**config.mk**
```make
export PLATFORM = sky130hd
export DESIGN_NAME = vna_front
export DESIGN_NICKNAME = d
export VERILOG_FILES = /design/src/rtl/core/vna_pkg.sv /design/src/rtl/core/vna_fifo.sv /design/src/rtl/core/vna_front.sv
export SDC_FILE = /design/constraint.sdc
export NUM_CORES = 1
export LEC_CHECK = 0
export BUFFER_PORTS_ARGS = -buffer_cell sky130_fd_sc_hd__buf_2
export CAP_MARGIN = 15
export CORE_MARGIN = 5
export CORE_UTILIZATION = 55
export DETAILED_ROUTE_END_ITERATION = 12
export GPL_ROUTABILITY_DRIVEN = 0
export HOLD_SLACK_MARGIN = 0.1
export PLACE_DENSITY_LB_ADDON = 0.1
export SLEW_MARGIN = 15
export SYNTH_ARGS = -nofsm -noshare
export SYNTH_HDL_FRONTEND = slang
export SYNTH_SLANG_ARGS = --single-unit
export TNS_END_PERCENT = 100
```
**constraint.sdc**
```tcl
create_clock -name clock -period 25.2 [get_ports clock]
set_clock_uncertainty 0.15 [all_clocks]
set_input_delay 5.04 -clock clock [delete_from_list [all_inputs] [get_ports clock]]
set_output_delay 5.04 -clock clock [all_outputs]
set_load 0.02 [all_outputs]
```
**src/rtl/core/vna_pkg.sv**
```systemverilog
`timescale 1ns / 1ps
// vna_pkg: shared widths, opcodes and record types for the vertex normal averager
// depends on nothing; used by vertex_normal_averager, vna_front, vna_norm and vna_back
package vna_pkg;

   localparam int IDX_W = 16;   // widest vertex index the store can need
   localparam int TAG_W = 11;
   localparam int POS_W = 16;
   localparam int NRM_W = 16;
   localparam int SUM_W = 24;
   localparam int CNT_W = 8;
   localparam int VEC_W = 38;   // cross product components and sums as fed to the normalizer

   localparam logic [CNT_W-1:0]        COUNT_MAX = 8'd255;
   localparam logic signed [NRM_W-1:0] ONE_Q14   = 16'sd16384;
   localparam logic signed [SUM_W-1:0] SUM_MAX   = 24'sh7FFFFF;
   localparam logic signed [SUM_W-1:0] SUM_MIN   = 24'sh800000;

   typedef enum logic [1:0] {
      OP_LOAD     = 2'd0,
      OP_TRIANGLE = 2'd1,
      OP_READ     = 2'd2,
      OP_NONE     = 2'd3
   } op_type;

   typedef struct packed {
      op_type                   op;
      logic [IDX_W-1:0]         idx_a;
      logic [IDX_W-1:0]         idx_b;
      logic [IDX_W-1:0]         idx_c;
      logic [TAG_W-1:0]         tag;
      logic signed [POS_W-1:0]  pos_x;
      logic signed [POS_W-1:0]  pos_y;
      logic signed [POS_W-1:0]  pos_z;
   } cmd_type;

   typedef struct packed {
      logic signed [NRM_W-1:0]  normal_x;
      logic signed [NRM_W-1:0]  normal_y;
      logic signed [NRM_W-1:0]  normal_z;
      logic [TAG_W-1:0]         result_index;
      logic                     no_triangles;
   } rsp_type;

   typedef struct packed {
      logic signed [POS_W-1:0]  pos_z;
      logic signed [POS_W-1:0]  pos_y;
      logic signed [POS_W-1:0]  pos_x;
   } pos_type;

   typedef struct packed {
      logic [CNT_W-1:0]         count;
      logic signed [SUM_W-1:0]  sum_z;
      logic signed [SUM_W-1:0]  sum_y;
      logic signed [SUM_W-1:0]  sum_x;
   } acc_type;

endpackage

```
**src/rtl/core/vna_fifo.sv**
```systemverilog
`timescale 1ns / 1ps
// vna_fifo: small register queue with push/full and pop/empty sides
// no dependencies
module vna_fifo #(
   parameter int WIDTH      = 8,
   parameter int DEPTH_LOG2 = 1
) (
   input  logic             clock,
   input  logic             reset,
   input  logic             push,
   output logic             full,
   input  logic [WIDTH-1:0] wdata,
   input  logic             pop,
   output logic             empty,
   output logic [WIDTH-1:0] rdata
);

   localparam int ENTRIES = 1 << DEPTH_LOG2;

   logic [WIDTH-1:0]      slot_ff [ENTRIES];
   logic [DEPTH_LOG2:0]   wptr_ff, wptr_in;
   logic [DEPTH_LOG2:0]   rptr_ff, rptr_in;

   assign empty = (wptr_ff == rptr_ff);
   assign full  = (wptr_ff[DEPTH_LOG2] != rptr_ff[DEPTH_LOG2]) &&
                  (wptr_ff[DEPTH_LOG2-1:0] == rptr_ff[DEPTH_LOG2-1:0]);
   assign rdata = slot_ff[rptr_ff[DEPTH_LOG2-1:0]];

   assign wptr_in = (push && !full) ? wptr_ff + 1'b1 : wptr_ff;
   assign rptr_in = (pop && !empty) ? rptr_ff + 1'b1 : rptr_ff;

   always_ff @(posedge clock) begin
      if (push && !full) begin
         slot_ff[wptr_ff[DEPTH_LOG2-1:0]] <= wdata;
      end
   end

   always_ff @(posedge clock) begin
      if (reset) begin
         wptr_ff <= '0;
         rptr_ff <= '0;
      end else begin
         wptr_ff <= wptr_in;
         rptr_ff <= rptr_in;
      end
   end

endmodule

```
**src/rtl/core/vna_front.sv**
```systemverilog
`timescale 1ns / 1ps
// vna_front: takes requests, wraps vertex indexes to the store depth, queues commands
// depends on vna_pkg and vna_fifo
module vna_front #(
   parameter int VERTEX_DEPTH = 2048
) (
   input  logic                          clock,
   input  logic                          reset,
   input  logic                          req_push,
   output logic                          req_full,
   input  logic [1:0]                    req_opcode,
   input  logic [vna_pkg::TAG_W-1:0]     req_vertex_index,
   input  logic signed [vna_pkg::POS_W-1:0] req_pos_x,
   input  logic signed [vna_pkg::POS_W-1:0] req_pos_y,
   input  logic signed [vna_pkg::POS_W-1:0] req_pos_z,
   input  logic [vna_pkg::TAG_W-1:0]     req_corner_a,
   input  logic [vna_pkg::TAG_W-1:0]     req_corner_b,
   input  logic [vna_pkg::TAG_W-1:0]     req_corner_c,
   input  logic                          clear_busy,
   input  logic                          cmd_pop,
   output logic                          cmd_empty,
   output vna_pkg::cmd_type              cmd
);

   import vna_pkg::*;

   localparam int CMD_W = $bits(cmd_type);

   logic             fifo_full;
   logic             push_cmd;
   cmd_type          cmd_in;
   logic [CMD_W-1:0] fifo_rdata;

   // index modulo depth by restoring subtraction, at most 255 wraps
   function automatic logic [IDX_W-1:0] wrap_index(input logic [TAG_W-1:0] v);
      logic [23:0] r;
      logic [23:0] lim;
      r = 24'(v);
      for (int k = 7; k >= 0; k--) begin
         lim = 24'(VERTEX_DEPTH) << k;
         if (r >= lim) begin
            r = r - lim;
         end
      end
      return r[IDX_W-1:0];
   endfunction

   assign req_full = fifo_full | clear_busy;
   assign push_cmd = req_push && !req_full && (op_type'(req_opcode) != OP_NONE);

   always_comb begin
      cmd_in.op    = op_type'(req_opcode);
      cmd_in.tag   = req_vertex_index;
      cmd_in.pos_x = req_pos_x;
      cmd_in.pos_y = req_pos_y;
      cmd_in.pos_z = req_pos_z;
      cmd_in.idx_b = wrap_index(req_corner_b);
      cmd_in.idx_c = wrap_index(req_corner_c);
      if (op_type'(req_opcode) == OP_TRIANGLE) begin
         cmd_in.idx_a = wrap_index(req_corner_a);
      end else begin
         cmd_in.idx_a = wrap_index(req_vertex_index);
      end
   end

   vna_fifo #(
      .WIDTH      (CMD_W),
      .DEPTH_LOG2 (1)
   ) u_cmd_fifo (
      .clock (clock),
      .reset (reset),
      .push  (push_cmd),
      .full  (fifo_full),
      .wdata (cmd_in),
      .pop   (cmd_pop),
      .empty (cmd_empty),
      .rdata (fifo_rdata)
   );

   assign cmd = cmd_type'(fifo_rdata);

endmodule

```
==> reports/qor.json <==
{
  "power.static_leakage": {"value": 0.00337, "unit": "uW"},
  "boundaryPins": {"value": 210},
  "worst_setup_path_start_kind": {"value": "input pin"},
  "fill_cells": {"value": 922},
  "cts_resized": {"value": 0},
  "post-route-period-util": {"value": 42.4, "unit": "%"},
  "netlist_area": {"value": 0.00732, "unit": "sq mm"},
  "postCtsHoldBufs": {"value": 0},
  "design.core.area": {"value": 0.0131, "unit": "sq mm"},
  "power.switching_fraction": {"value": 23.8, "unit": "%"},
  "cp_slowest_stage_delay": {"value": 0.17, "unit": "ns"},
  "dr.pass1.iters": {"value": 4},
  "power.sequential.fraction": {"value": 49.2, "unit": "%"},
  "synth_area_leaders": {"value": "sky130_fd_sc_hd__edfxtp_1 77%, sky130_fd_sc_hd__mux2_2 17%, sky130_fd_sc_hd__buf_4 1.5%"},
  "grt_max_degree": {"value": 61},
  "portBuffers": {"value": 194},
  "postRouteAntennaNets": {"value": 0},
  "initial_utilization": {"value": 55.7, "unit": "%"},
  "cts.path.max_buffers": {"value": 2},
  "post_drt_wl_per_cell": {"value": 17.6, "unit": "um"},
  "timing.setup.tns": {"value": 0, "unit": "ns"},
  "final_period_minus_worst_setup_slack": {"value": 10.69, "unit": "ns"},
  "max_freq": {"value": 93.6, "unit": "MHz"},
  "drive_gt1_share": {"value": 60.1, "unit": "%"},
  "grt_setup_unrepaired": {"value": "no"},
  "fp.dieH": {"value": 125, "unit": "um"},
  "timing.max_cap.violations": {"value": 0},
  "drt_via_density": {"value": 5.01},
  "worstHoldPathType": {"value": "reg -> reg"},
  "dr.first_iter.drc_count": {"value": 187},
  "net-switching-power": {"value": 180, "unit": "uW"},
  "fp.dieW": {"value": 125, "unit": "um"},
  "detailedPlacementHpwl": {"value": 8790, "unit": "um"},
  "yosys.area.top_type_share": {"value": 77.1, "unit": "%"},
  "relative_slew_slack": {"value": 23.8, "unit": "%"},
  "synth_seq_cells": {"value": 193},
  "crit_top_cell": {"value": "sky130_fd_sc_hd__buf_2"},
  "number_of_global_route_vias_before_repair": {"value": 3945},
  "setup_viol": {"value": 0},
  "cts.htree.levels": {"value": 4},
  "global_route.overflow_total": {"value": 0},
  "cellInternalPower": {"value": 577, "unit": "uW"},
  "final-hold-violation-count": {"value": 0},
  "numCtsBuffers": {"value": 17},
  "grt_usage": {"value": 16.8, "unit": "%"},
  "synth_warnings": {"value": 0},
  "ys_types": {"value": 25},
  "clock_sink_count": {"value": 193},
  "buffer_count_from_post_cts_setup_fixing": {"value": 0},
  "crit_path_top_delay_cell": {"value": "sky130_fd_sc_hd__a21o_1"},
  "routed_wl": {"value": 13100, "unit": "um"},
  "first_pass_grt_wire_length": {"value": 20000, "unit": "um"},
  "seq_area_frac_synth": {"value": 78.5, "unit": "%"},
  "critical_path_peak_fanout": {"value": 3},
  "post_synth_inst_count": {"value": 354},
  "worst-endpoint-required": {"value": 20.01, "unit": "ns"},
  "routed-via-count": {"value": 3746},
  "die-area": {"value": 0.0157, "unit": "sq mm"},
  "cts_tree": {"value": "done"},
  "antenna_found_initial": {"value": 1},
  "n_antenna_cell": {"value": 0},
  "path_class": {"value": "in -> out"},
  "clock_pin_transition_on_the_worst_setup_and_hold_timing_paths": {"value": 0.06, "unit": "ns"},
  "power.combinational.fraction": {"value": 14.4, "unit": "%"},
  "synthesis.area_per_instance": {"value": 20.7, "unit": "sq um"},
  "powerDensity": {"value": 83.6, "unit": "mW/mm^2"},
  "design_power_total": {"value": 757, "unit": "uW"},
  "layout_commonest_cell": {"value": "sky130_fd_sc_hd__buf_2"},
  "nets": {"value": 657},
  "clock_power_share": {"value": 36.4, "unit": "%"},
  "cts_root_cell": {"value": "sky130_fd_sc_hd__clkbuf_16"},
  "timing_max_transition_violations_final": {"value": 0},
  "run_status": {"value": "finished, final reports clean"},
  "cp.arrival": {"value": 5.50, "unit": "ns"},
  "drc_errors": {"value": 0},
  "cp-end-kind": {"value": "output pin"},
  "largest_area_contributor_in_the_synthesized_netlist": {"value": "sky130_fd_sc_hd__edfxtp_1"},
  "rows": {"value": 42},
  "timing.critical_path.cells": {"value": "buf_2, a21o_1, buf_2"},
  "syn2layout_area_growth": {"value": 23.7, "unit": "%"},
  "clk_latency": {"value": 0.42, "unit": "ns"},
  "max-vdd-ir-drop": {"value": 44.5, "unit": "uV"},
  "timing_worst_slew_pin_value": {"value": 1.14, "unit": "ns"},
  "most-common-layout-cells": {"value": "194 x sky130_fd_sc_hd__buf_2, 188 x sky130_fd_sc_hd__edfxtp_1, 108 x sky130_fd_sc_hd__mux2_2"}
}
## per-stage QoR
stage	cells	utilization, %	worst slack [ns]	hold WS (ns)	instance area, sq um
2_1_floorplan	368	-	12.65	0.352	7370
3_3_place_gp	715	64.2	14.52	0.375	8440
3_5_place_dp	715	64.2	14.51	0.403	8440
4_1_cts	747	68.9	14.51	0.422	9050
5_1_grt	747	68.9	14.49	0.447	9050
6_report	747	68.9	14.51	0.419	9050
## cells in the mapped netlist (all sizes together)
master   number
conb          1
nor2          6
nand2         1
a21bo         1
a211oi        1
a21o          1
a21oi         1
nor2b         3
buf          27
xor2          2
nor3          1
clkbuf        1
inv           1
mux2        109
xnor2         1
o21ai         1
dfxtp         5
mux2i         1
a2111oi       1
nand4         1
edfxtp      188
## cell families after synthesis
family                    after synthesis  share of synthesized area, %
muxes                                 110                          17.0
DFF                                   193                          78.5
and+or+nand+nor                        12                         0.769
AOI/OAI and AO/OA                       6                         0.855
xor gates and xnor gates                3                         0.462
buffers and inverters                  29                          2.43
other                                   1                        0.0512
## flip-flops by register name (all words and copies together) (netlist names), named ones only
signal and flops:
u_cmd_fifo.slot_ff 188, u_cmd_fifo.wptr_ff 2, u_cmd_fifo.rptr_ff 2
## final cells by class
cell class	count	area, sq um	area share [%]
Sequential cell	193	5750	63.5
Clock buffer	17	425	4.70
Tap cell	176	220	2.43
Inverter	1	3.75	0.0415
Clock inverter	15	191	2.11
Timing Repair Buffer	199	1010	11.1
Multi-Input combinational cell	146	1460	16.1
## worst max-delay path, delay by kind of cell
family / cells / cell delay [ns]
AOI/OAI and AO/OA: 1 / 0.17
buffers and inverters: 2 / 0.29
## per-layer routing
metal | part of all wire [%] | track usage, % | routed length, um
met3 | 7.9 | 6.40 | 1030
met1 | 38 | 18.9 | 5040
met4 | 1.6 | 6.31 | 215
met5 | 0.14 | 0 | 18
met2 | 52 | 29.0 | 6820
## final timing paths
path / startpoint / slack (ns) / depth (start not counted) / to
hold reg to reg: u_cmd_fifo.wptr_ff[1] / 0.42 / 2 / u_cmd_fifo.rptr_ff[1]
setup reg to reg: u_cmd_fifo.wptr_ff[1] / 22.98 / 4 / u_cmd_fifo.wptr_ff[1]
hold / removal: u_cmd_fifo.wptr_ff[1] / 0.42 / 2 / u_cmd_fifo.rptr_ff[1]
setup / recovery: clear_busy / 14.51 / 3 / req_full
## power by group through the flow
stage	sequential [uW]	clock (uW)	combinational, uW
2_1_floorplan	376	0	80.1
3_3_place_gp	379	0	109
3_5_place_dp	380	0	111
4_1_cts	373	280	111
5_1_grt	374	295	117
6_report	373	275	109
Note: power is estimated with default switching activity, not from simulation.
